**src/rtl/spq_pkg.sv**
```systemverilog
// Package with shared widths, codes and controller/datapath interface types.
package spq_pkg;

    localparam int PRI_W       = 16;
    localparam int ID_W        = 16;
    localparam int STATUS_W    = 2;
    localparam int COUNT_OUT_W = 5;
    localparam int DEPTH_DEF   = 16;

    // Input tdata: priority_req, process_id.
    localparam int IN_TDATA_W  = 32;
    // Output tdata: served_id, served_priority, entry_count, zero pad.
    localparam int OUT_TDATA_W = 40;
    localparam int OUT_PAD_W   = OUT_TDATA_W - ID_W - PRI_W - COUNT_OUT_W;

    localparam logic REQ_INSERT = 1'b0;
    localparam logic REQ_EXEC   = 1'b1;

    localparam logic [STATUS_W-1:0] ST_OK        = 2'd0;
    localparam logic [STATUS_W-1:0] ST_UNDERFLOW = 2'd1;
    localparam logic [STATUS_W-1:0] ST_FULL      = 2'd2;

    typedef enum logic [2:0] {
        OP_IDLE,
        OP_INSERT,
        OP_REMOVE,
        OP_REJECT_FULL,
        OP_REJECT_EMPTY
    } t_op;

    typedef struct packed {
        logic capture;
        t_op  op;
    } t_dp_cmd;

    typedef struct packed {
        logic req_exec;
        logic empty;
        logic full;
    } t_dp_stat;

endpackage

```
**src/rtl/spq_datapath.sv**
```systemverilog
// Datapath: request register, sorted compare-and-shift cell row and result register.
module spq_datapath #(
    parameter int DEPTH = spq_pkg::DEPTH_DEF
) (
    input  logic                              i_clk,
    input  logic                              i_rst_n,
    input  spq_pkg::t_dp_cmd                  i_cmd,
    output spq_pkg::t_dp_stat                 o_stat,
    input  logic                              i_req_type,
    input  logic signed [spq_pkg::PRI_W-1:0]  i_priority_req,
    input  logic [spq_pkg::ID_W-1:0]          i_process_id,
    output logic [spq_pkg::STATUS_W-1:0]      o_status,
    output logic [spq_pkg::ID_W-1:0]          o_served_id,
    output logic signed [spq_pkg::PRI_W-1:0]  o_served_priority,
    output logic [spq_pkg::COUNT_OUT_W-1:0]   o_entry_count
);

    localparam int CW = $clog2(DEPTH + 1);

    logic                             r_req_type;
    logic signed [spq_pkg::PRI_W-1:0] r_key;
    logic [spq_pkg::ID_W-1:0]         r_pid;
    logic [CW-1:0]                    r_count;
    logic [CW-1:0]                    n_count;

    logic signed [spq_pkg::PRI_W-1:0] r_pri [DEPTH];
    logic [spq_pkg::ID_W-1:0]         r_id  [DEPTH];

    logic [spq_pkg::STATUS_W-1:0]     r_res_status;
    logic [spq_pkg::ID_W-1:0]         r_res_id;
    logic signed [spq_pkg::PRI_W-1:0] r_res_pri;
    logic [CW-1:0]                    r_res_count;

    // le[k]: cell k holds a queued entry that stays ahead of the new one.
    logic [DEPTH-1:0] le;
    logic [DEPTH-1:0] le_prev;

    always_ff @(posedge i_clk) begin
        if (i_cmd.capture) begin
            r_req_type <= i_req_type;
            r_key      <= i_priority_req;
            r_pid      <= i_process_id;
        end
    end

    always_comb begin
        for (int k = 0; k < DEPTH; k++) begin
            le[k] = (CW'(k) < r_count) && (r_pri[k] <= r_key);
        end
        le_prev = {le[DEPTH-2:0], 1'b1};
    end

    // Each cell looks only at itself, its neighbors and the key. Since the row is
    // sorted, le is a run of ones from cell 0, so the new entry lands at the first zero.
    for (genvar g = 0; g < DEPTH; g++) begin : g_cell
        logic signed [spq_pkg::PRI_W-1:0] w_up_pri;
        logic [spq_pkg::ID_W-1:0]         w_up_id;
        logic signed [spq_pkg::PRI_W-1:0] w_dn_pri;
        logic [spq_pkg::ID_W-1:0]         w_dn_id;

        if (g == 0) begin : g_first
            assign w_dn_pri = r_key;
            assign w_dn_id  = r_pid;
        end else begin : g_inner
            assign w_dn_pri = r_pri[g-1];
            assign w_dn_id  = r_id[g-1];
        end

        if (g == DEPTH - 1) begin : g_last
            assign w_up_pri = r_pri[g];
            assign w_up_id  = r_id[g];
        end else begin : g_body
            assign w_up_pri = r_pri[g+1];
            assign w_up_id  = r_id[g+1];
        end

        always_ff @(posedge i_clk) begin
            case (i_cmd.op)
                spq_pkg::OP_INSERT: begin
                    if (!le[g]) begin
                        if (le_prev[g]) begin
                            r_pri[g] <= r_key;
                            r_id[g]  <= r_pid;
                        end else begin
                            r_pri[g] <= w_dn_pri;
                            r_id[g]  <= w_dn_id;
                        end
                    end
                end
                spq_pkg::OP_REMOVE: begin
                    r_pri[g] <= w_up_pri;
                    r_id[g]  <= w_up_id;
                end
                default: begin
                end
            endcase
        end
    end

    always_comb begin
        case (i_cmd.op)
            spq_pkg::OP_INSERT: n_count = r_count + CW'(1);
            spq_pkg::OP_REMOVE: n_count = r_count - CW'(1);
            default:            n_count = r_count;
        endcase
    end

    always_ff @(posedge i_clk) begin
        if (!i_rst_n) begin
            r_count <= '0;
        end else begin
            r_count <= n_count;
        end
    end

    always_ff @(posedge i_clk) begin
        if (i_cmd.op != spq_pkg::OP_IDLE) begin
            r_res_count <= n_count;
            case (i_cmd.op)
                spq_pkg::OP_REMOVE: begin
                    r_res_status <= spq_pkg::ST_OK;
                    r_res_id     <= r_id[0];
                    r_res_pri    <= r_pri[0];
                end
                spq_pkg::OP_REJECT_FULL: begin
                    r_res_status <= spq_pkg::ST_FULL;
                    r_res_id     <= '0;
                    r_res_pri    <= '0;
                end
                spq_pkg::OP_REJECT_EMPTY: begin
                    r_res_status <= spq_pkg::ST_UNDERFLOW;
                    r_res_id     <= '0;
                    r_res_pri    <= '0;
                end
                default: begin
                    r_res_status <= spq_pkg::ST_OK;
                    r_res_id     <= '0;
                    r_res_pri    <= '0;
                end
            endcase
        end
    end

    assign o_stat.req_exec = (r_req_type == spq_pkg::REQ_EXEC);
    assign o_stat.empty    = (r_count == '0);
    assign o_stat.full     = (r_count == CW'(DEPTH));

    assign o_status          = r_res_status;
    assign o_served_id       = r_res_id;
    assign o_served_priority = r_res_pri;
    assign o_entry_count     = spq_pkg::COUNT_OUT_W'(r_res_count);

    a_count_bound: assert property (@(posedge i_clk) disable iff (!i_rst_n)
        r_count <= CW'(DEPTH))
        else $error("queue count exceeds depth");

    a_insert_count: assert property (@(posedge i_clk) disable iff (!i_rst_n)
        i_cmd.op == spq_pkg::OP_INSERT |=> r_count == $past(r_count) + CW'(1))
        else $error("insert did not grow the count by one");

    a_remove_head: assert property (@(posedge i_clk) disable iff (!i_rst_n)
        i_cmd.op == spq_pkg::OP_REMOVE |=> r_res_id == $past(r_id[0]))
        else $error("served id is not the previous head");

    a_no_overflow_insert: assert property (@(posedge i_clk) disable iff (!i_rst_n)
        i_cmd.op == spq_pkg::OP_INSERT |-> !o_stat.full)
        else $error("insert issued into a full queue");

endmodule

```
**src/rtl/spq_ctrl.sv**
```systemverilog
// Controller: request sequencing, operation selection and output word valid.
module spq_ctrl (
    input  logic              i_clk,
    input  logic              i_rst_n,
    input  logic              i_in_valid,
    output logic              o_in_ready,
    output logic              o_out_valid,
    input  logic              i_out_ready,
    input  spq_pkg::t_dp_stat i_stat,
    output spq_pkg::t_dp_cmd  o_cmd
);

    typedef enum logic {
        S_IDLE,
        S_EXEC
    } t_state;

    t_state r_state;
    t_state n_state;
    logic   r_out_valid;
    logic   n_out_valid;
    logic   w_commit;

    // A held request commits once the output register is free or being emptied.
    assign w_commit = (r_state == S_EXEC) && (!r_out_valid || i_out_ready);

    always_comb begin
        o_cmd.capture = (r_state == S_IDLE) && i_in_valid;
        o_cmd.op      = spq_pkg::OP_IDLE;
        if (w_commit) begin
            if (i_stat.req_exec) begin
                o_cmd.op = i_stat.empty ? spq_pkg::OP_REJECT_EMPTY : spq_pkg::OP_REMOVE;
            end else begin
                o_cmd.op = i_stat.full ? spq_pkg::OP_REJECT_FULL : spq_pkg::OP_INSERT;
            end
        end
    end

    always_comb begin
        n_state     = r_state;
        n_out_valid = r_out_valid && !i_out_ready;
        case (r_state)
            S_IDLE: begin
                if (i_in_valid) begin
                    n_state = S_EXEC;
                end
            end
            S_EXEC: begin
                if (w_commit) begin
                    n_state     = S_IDLE;
                    n_out_valid = 1'b1;
                end
            end
            default: n_state = S_IDLE;
        endcase
    end

    always_ff @(posedge i_clk) begin
        if (!i_rst_n) begin
            r_state     <= S_IDLE;
            r_out_valid <= 1'b0;
        end else begin
            r_state     <= n_state;
            r_out_valid <= n_out_valid;
        end
    end

    assign o_in_ready  = (r_state == S_IDLE);
    assign o_out_valid = r_out_valid;

    a_commit_room: assert property (@(posedge i_clk) disable iff (!i_rst_n)
        o_cmd.op != spq_pkg::OP_IDLE |-> (!r_out_valid || i_out_ready))
        else $error("result committed over an untaken output word");

    a_valid_source: assert property (@(posedge i_clk) disable iff (!i_rst_n)
        o_cmd.op != spq_pkg::OP_IDLE |=> r_out_valid && r_state == S_IDLE)
        else $error("commit did not present a result word");

    a_capture_exec: assert property (@(posedge i_clk) disable iff (!i_rst_n)
        o_cmd.capture |=> r_state == S_EXEC && !o_in_ready)
        else $error("accepted word not held for execution");

endmodule

```
**src/rtl/stable_priority_queue_core.sv**
```systemverilog
// Top level of the stable sorted priority queue: controller plus cell-row datapath.
//
//  channel  | dir | tdata (low bit up)                              | tuser
//  s_axis   | in  | priority_req[15:0], process_id[31:16]           | req_type
//  m_axis   | out | served_id[15:0], served_priority[31:16],        | status[1:0]
//           |     | entry_count[36:32], zero pad [39:37]            |
//
// Each request is first captured into the request register; then the cell row
// compares every cell against the key and shifts in place. The output register lets
// the next word be accepted while a result waits; a request stalls in execution
// only while that register is still full. Reset empties the queue.
module stable_priority_queue_core #(
    parameter int DEPTH = spq_pkg::DEPTH_DEF
) (
    input  logic                               i_clk,
    input  logic                               i_rst_n,
    input  logic                               i_s_axis_tvalid,
    output logic                               o_s_axis_tready,
    // priority_req [15:0], process_id [31:16]
    input  logic [spq_pkg::IN_TDATA_W-1:0]     i_s_axis_tdata,
    // req_type [0]
    input  logic                               i_s_axis_tuser,
    output logic                               o_m_axis_tvalid,
    input  logic                               i_m_axis_tready,
    // served_id [15:0], served_priority [31:16], entry_count [36:32], zeros above
    output logic [spq_pkg::OUT_TDATA_W-1:0]    o_m_axis_tdata,
    // status [1:0]
    output logic [spq_pkg::STATUS_W-1:0]       o_m_axis_tuser
);

    spq_pkg::t_dp_cmd                  w_cmd;
    spq_pkg::t_dp_stat                 w_stat;
    logic [spq_pkg::ID_W-1:0]          w_served_id;
    logic signed [spq_pkg::PRI_W-1:0]  w_served_pri;
    logic [spq_pkg::COUNT_OUT_W-1:0]   w_entry_count;

    spq_ctrl u_ctrl (
        .i_clk       (i_clk),
        .i_rst_n     (i_rst_n),
        .i_in_valid  (i_s_axis_tvalid),
        .o_in_ready  (o_s_axis_tready),
        .o_out_valid (o_m_axis_tvalid),
        .i_out_ready (i_m_axis_tready),
        .i_stat      (w_stat),
        .o_cmd       (w_cmd)
    );

    spq_datapath #(
        .DEPTH (DEPTH)
    ) u_datapath (
        .i_clk             (i_clk),
        .i_rst_n           (i_rst_n),
        .i_cmd             (w_cmd),
        .o_stat            (w_stat),
        .i_req_type        (i_s_axis_tuser),
        .i_priority_req    ($signed(i_s_axis_tdata[spq_pkg::PRI_W-1:0])),
        .i_process_id      (i_s_axis_tdata[spq_pkg::PRI_W +: spq_pkg::ID_W]),
        .o_status          (o_m_axis_tuser),
        .o_served_id       (w_served_id),
        .o_served_priority (w_served_pri),
        .o_entry_count     (w_entry_count)
    );

    assign o_m_axis_tdata = {{spq_pkg::OUT_PAD_W{1'b0}}, w_entry_count,
                             w_served_pri, w_served_id};

endmodule

```
**config.mk**
```make
export PLATFORM = sky130hd
export DESIGN_NAME = stable_priority_queue_core
export DESIGN_NICKNAME = d
export VERILOG_FILES = /design/src/rtl/spq_pkg.sv /design/src/rtl/spq_datapath.sv /design/src/rtl/spq_ctrl.sv /design/src/rtl/stable_priority_queue_core.sv
export SDC_FILE = /design/constraint.sdc
export NUM_CORES = 2
export LEC_CHECK = 0
export BUFFER_PORTS_ARGS = -buffer_cell sky130_fd_sc_hd__buf_4
export CAP_MARGIN = 25
export CORE_MARGIN = 1
export CORE_UTILIZATION = 42
export CTS_CLUSTER_SIZE = 30
export DETAILED_ROUTE_END_ITERATION = 6
export SETUP_SLACK_MARGIN = 0.15
export SYNTH_ARGS = -nofsm -noshare
export SYNTH_HDL_FRONTEND = slang
export SYNTH_HIERARCHICAL = 1
export SYNTH_SLANG_ARGS = --single-unit
```
**constraint.sdc**
```tcl
create_clock -name i_clk -period 5.1 [get_ports i_clk]
set_input_delay 0.765 -clock i_clk [delete_from_list [all_inputs] [get_ports i_clk]]
set_output_delay 0.765 -clock i_clk [all_outputs]
set_load 0.01 [all_outputs]
```
* Yosys cells after proc, flatten, opt, wreduce, memory -nomap -nowiden
Memory sizes are Yosys's and may differ from the RTL's.
Cells that the tools add are included.
** Storage, ports and cells
- Flip-flop bits (word level) :: 79
- RAM bits :: 512
- Logic and storage cells :: 335
- Memories kept :: 2
** Memory list
- u_datapath.r_id :: words 16, width 16, rd ports 16, clocked after Yosys merged registers in 0, wr ports 16, RTL line spq_datapath.sv:27 : logic [spq_pkg::ID_W-1:0] r_id [DEPTH];
- u_datapath.r_pri :: words 16, width 16, rd ports 16, clocked after Yosys merged registers in 0, wr ports 16, RTL line spq_datapath.sv:26 : logic signed [spq_pkg::PRI_W-1:0] r_pri [DEPTH];
** Operators by class
- Add/subtract/negate cells :: 2
- $lt $le $gt $ge :: 32
- Equality and inequality tests :: 5
- Mux-type cells :: 197
- Bitwise logic cells :: 63
- Reductions and logical operators :: 24
** Operator list (number)
- two-way mux 16 bit :: 62
- less-or-equal comparator 16 bit :: 16
- two-way mux 1 bit :: 128
- bitwise OR 1 bit :: 62
- less-than comparator 4 x 5 -> 1 bit, first input constant :: 8
- less-than comparator 3 x 5 -> 1 bit, first input constant :: 4
- logical AND 1 bit :: 19
- less-than comparator 1 x 5 -> 1 bit, first input constant :: 2
- less-than comparator 2 x 5 -> 1 bit, first input constant :: 2
- case mux 5 bit (2 select lines) :: 1
- two-way mux 3 bit :: 3
- equality test 3 x 2 -> 1 bit, second input constant :: 2
- adder 5 x 1 -> 5 bit, second input constant :: 1
- equality test 5 bit, second input constant :: 1
- zero test 5 bit :: 1
- subtractor 5 x 1 -> 5 bit, second input constant :: 1
- case mux 2 bit (2 select lines) :: 1
- equality test 3 x 1 -> 1 bit, second input constant :: 1
- equality test 3 bit, second input constant :: 1
- nonzero test 3 bit :: 1
- zero test 1 bit :: 2
- two-way mux 2 bit :: 1
- case mux 1 bit (2 select lines) :: 1
- logical OR 1 bit :: 1
- inverter 1 bit :: 1

* Depth between registers and ports, before layout
- Depth in word-level cells :: 9
- Depth in mapped cells :: 15
- Gate-level depth less buffers :: 12

* Modules after synthesis
Netlist, hierarchy kept.
** By module, submodules not included
- spq_datapath :: instances 1, cells an instance 2926, area each 33572.2 µm², seq. area each 17636.9 µm²
- spq_ctrl :: instances 1, cells an instance 13, area each 121.4 µm², seq. area each 40.0 µm²
- stable_priority_queue_core :: instances 1, cells an instance 4, area each 26.3 µm², seq. area each 0.0 µm²

* Worst setup path after synthesis
OpenSTA, ideal clock, no wires.
- Path type :: reg-to-reg
- Start point :: register u_datapath.r_key, in the netlist u_datapath/g_cell[0].w_dn_pri[5]
- End point :: memory u_datapath/r_id[1][16] (netlist bit), enable pin
- Setup time :: 0.466 ns
- Arrival time :: 4.694 ns
- Required time :: 4.634 ns
- Slack :: -0.060 ns
- Cell stages (with the launch flop) :: 11
- Path buffers :: 2
- Cells stage by stage :: edfxtp_1 > inv_1 > ha_1 > a21o_1 > nand3_1 > a211oi_1 > or4_1 > o211a_1 > buf_2 > clkbuf_1 > o21ai_0
** RTL lines
- from (decl) :: RTL line spq_datapath.sv:21 : logic signed [spq_pkg::PRI_W-1:0] r_key;
- from (signal assigned) :: RTL line spq_datapath.sv:41 : r_key <= i_priority_req;
- to (decl) :: RTL line spq_datapath.sv:27

==> out/results.ini <==
[run_status]
status = finished, final reports clean

[grt]
grt.busiest_layer = met2
grt_usage_pct = 28.1
met1_usage_pct = 36.3
grt.overflow.total = 0
grt_pass1_vias = 27000
grt_util_met3_pct = 3.04
met2_usage_pct = 47.1
grt_max_degree = 134
grt_pass1_wl_um = 173000
antenna_found_initial = 1

[timing]
maxSlewViolCount = 0
fin_crit_sh_pct = 92.1
setup_tns_ns = 0
relSlewSlack_pct = 41.7
clock_skew_ns = 0.0237
rsz0062_at_grt = false
finalHoldViolCount = 0
finalSetupViolations = 0
fmax_mhz = 213
setup_slack_ns = 0.401
worst_pin_slew_ns = 0.875
period_needed_ns = 4.70

[routing]
vias = 26800
drt_iter0_markers = 2746
finalWirelength_um = 116000
vias_per_cell = 6.56
ant_nets = 0
drc = 0
wire_per_inst_um = 28.4
drt_first_pass_iters = 5

[job]
cap_violations = 0

[clock_network]
cts.repair.resized = 0
cts_htree_levels = 3
clk_path_buf_depth = 3
cts_setup_buffers = 0
root_buffer = clkbuf_16
worstSkewPairLatency_ns = 0.63
postCtsHoldBufs = 0
cts_tree = done
cts.reportedPaths.clkPinSlew_ns = 0.06
cts.sink_count = 591
cts_buffers = 69

[floorplan]
floorplan.die_area_sq_mm = 0.0814
coreArea_sq_mm = 0.0793
start_util_pct = 42.5
dieWidth_um = 285
rows = 103
num_io_pins = 81
die_y_um = 285

[logic_synthesis]
async_flop_share_pct = 0
synthAdderAreaFrac_pct = 9.65
synth_top_area_share_pct = 52.0
synth_compound_area_share_pct = 20.9
yosys.area_share.simple_pct = 12.4
yosysWarnings = 6
ys_seq_area_share_pct = 52.4
avgSynthCellArea_sq_um = 11.5
synth_area_leader_cell = edfxtp_1
syn_area_sq_mm = 0.0337
synth_common_cells = 584 x edfxtp_1, 272 x a221o_1, 260 x ha_1, 237 x nand2_1, 217 x a21oi_1
synth_edf_count = 584
muxShareOfSynthArea_pct = 1.06
synthTopCellsByArea = edfxtp_1 52%, ha_1 9.6%, a221o_1 8.1%
synth_xor_area_share_pct = 0.0779
synth_top_family_by_area = compound AO/OA/AOI/OAI gates
synth_ff_type = edfxtp_1
netlist_instances = 2943
ys_ff_latch = 591
synth_cell_types = 82
yosysMostFrequentCell = edfxtp_1

[setup_path]
slowest_delay_ns = 0.77
path_cells = inv_1 > ha_1 > nor4b_1 > nand2_1 > nor3_2 > or3b_2 > buf_4 > a21oi_1 > o311ai_0 > and2_1 > buf_4 > o21ai_0 > o211ai_1
crit_fanout = 40
r2r-start = u_datapath/r_count[1]$_SDFF_PN0_
cpMaxStageDelayCell = and2_1
cpMostUsedCell = buf_4
crit_required_ns = 5.56
crit_start = u_datapath/r_count[1]$_SDFF_PN0_
cp-end-kind = register
startpoint_type = register
path_class = reg -> reg
arrival_ns = 5.16

[cells_and_area]
layout.nets = 3288
area_delta_synth_final_pct = 13.6
fillers = 7067
drive_gt1_share_pct = 12.5

[place]
dp_hpwl_um = 81100
portBuffers = 77
dpl_worst_slack_ns = 0.671
place.gp.congestion = 0.923

[power_and_ir_drop]
seqPwrFrac_pct = 44.8
power_frac_clock_pct = 36.4
p_leak_nw = 14.1
net-switching-power_mw = 4.16
netSwitchingFraction_pct = 29.5
ir_worst_vdd_uv = 232
p_comb_share_pct = 18.8
power_density_mw_per_mm2 = 367
internal-power_mw = 9.92

[worst_hold_path]
hold_start = i_s_axis_tdata[0]
hold_path_class = in -> reg

-- registers in the layout, summed over array words and instances, names as in the netlist --
register / count
u_datapath/r_req_type: 1
u_datapath/r_pri: 256
u_datapath/g_cell.w_dn_id: 16
u_ctrl/r_state: 1
u_datapath/o_entry_count: 5
u_datapath/o_served_id: 16
u_datapath/r_count: 5
u_datapath/g_cell.w_dn_pri: 16
u_datapath/r_id: 256
u_ctrl/o_out_valid: 1
u_datapath/o_served_priority: 16
u_datapath/o_status: 2
-- cells in the final DEF, fill, tap and decap left out, types with 10 or more instances in the layout --
cell type,n
a21o_1,36
a21oi_1,214
a221o_1,272
a22oi_1,66
a31oi_1,35
and2_1,132
and3_1,21
buf_12,20
buf_4,163
clkbuf_1,14
clkbuf_16,70
edfxtp_1,584
ha_1,260
inv_1,72
mux2_2,27
nand2_1,236
nand3_1,116
nand4_1,49
nor2_1,157
nor2b_1,23
nor3_1,14
o211ai_1,95
o21ai_0,58
o21ai_4,10
o31ai_1,65
or2_2,33
-- logic make-up after synthesis --
family	count (synthesis)
fa+ha+maj	260
mux	32
other cells	1
flops	591
compound gates	934
simple gates	841
buf+inv	281
xor+xnor	3
-- worst paths after layout --
path                                           endpoint  slack (ns)  cells past startpoint
max reg2reg           u_datapath/r_pri[0][42]$_DFFE_PP_        0.40                     13
min          u_datapath/g_cell[0].w_dn_pri[0]$_DFFE_PP_        0.31                      1
min reg2reg            u_datapath/r_id[3][44]$_DFFE_PP_        0.55                      1
max                   u_datapath/r_pri[0][42]$_DFFE_PP_        0.40                     13
-- power groups by stage --
| stage | logic (mW) | clock network, mW | registers (mW) |
|---|---|---|---|
| 2_1_floorplan | 1.66 | 0 | 6.25 |
| 3_3_place_gp | 2.47 | 0 | 6.39 |
| 3_5_place_dp | 2.58 | 0 | 6.39 |
| 4_1_cts | 2.59 | 5.21 | 6.30 |
| 5_1_grt | 2.86 | 5.36 | 6.33 |
| 6_report | 2.64 | 5.13 | 6.31 |
-- area by class of cell --
cell class | instances | area, sq um | share of cell area (%)
Sequential cell | 591 | 17700 | 46.1
Timing Repair Buffer | 183 | 1620 | 4.24
Inverter | 73 | 274 | 0.715
Antenna cell | 1 | 2.50 | 0.00653
Multi-Input combinational cell | 2073 | 15200 | 39.6
Clock inverter | 32 | 455 | 1.19
Tap cell | 1050 | 1310 | 3.43
Clock buffer | 84 | 1800 | 4.71
-- metrics by stage --
| step | utilization (%) | instance area, sq um | hold WS [ns] | std cells | power [mW] |
|---|---|---|---|---|---|
| finish | 48.3 | 38300 | 0.309 | 4087 | 14.1 |
| global route | 48.3 | 38300 | 0.282 | 4086 | 14.6 |
| CTS | 48.3 | 38300 | 0.279 | 4084 | 14.1 |
| detailed placement | 45.4 | 36000 | 0.540 | 3968 | 8.97 |
| global placement | 45.4 | 36000 | 0.529 | 3968 | 8.87 |
| floorplan | - | 33700 | 0.488 | 2945 | 7.91 |
-- worst max-delay path: cells and delay by family, from the launching register on --
family                   cells  cell delay, ns
AND/OR/NAND/NOR              5            2.19
adder cells (fa/ha/maj)      1            0.20
flip-flops                   1            0.38
buffers and inverters        3            1.21
AO/OA/AOI/OAI                4            0.52
-- metal layers --
layer / share of wire (%) / up-vias
met1: 41 / 13400
met4: 5.1 / 0
met2: 48 / 1320
met5: 0 / -
met3: 6.4 / 297
li1: - / 11800
Note: power is estimated with default switching activity, not from simulation.
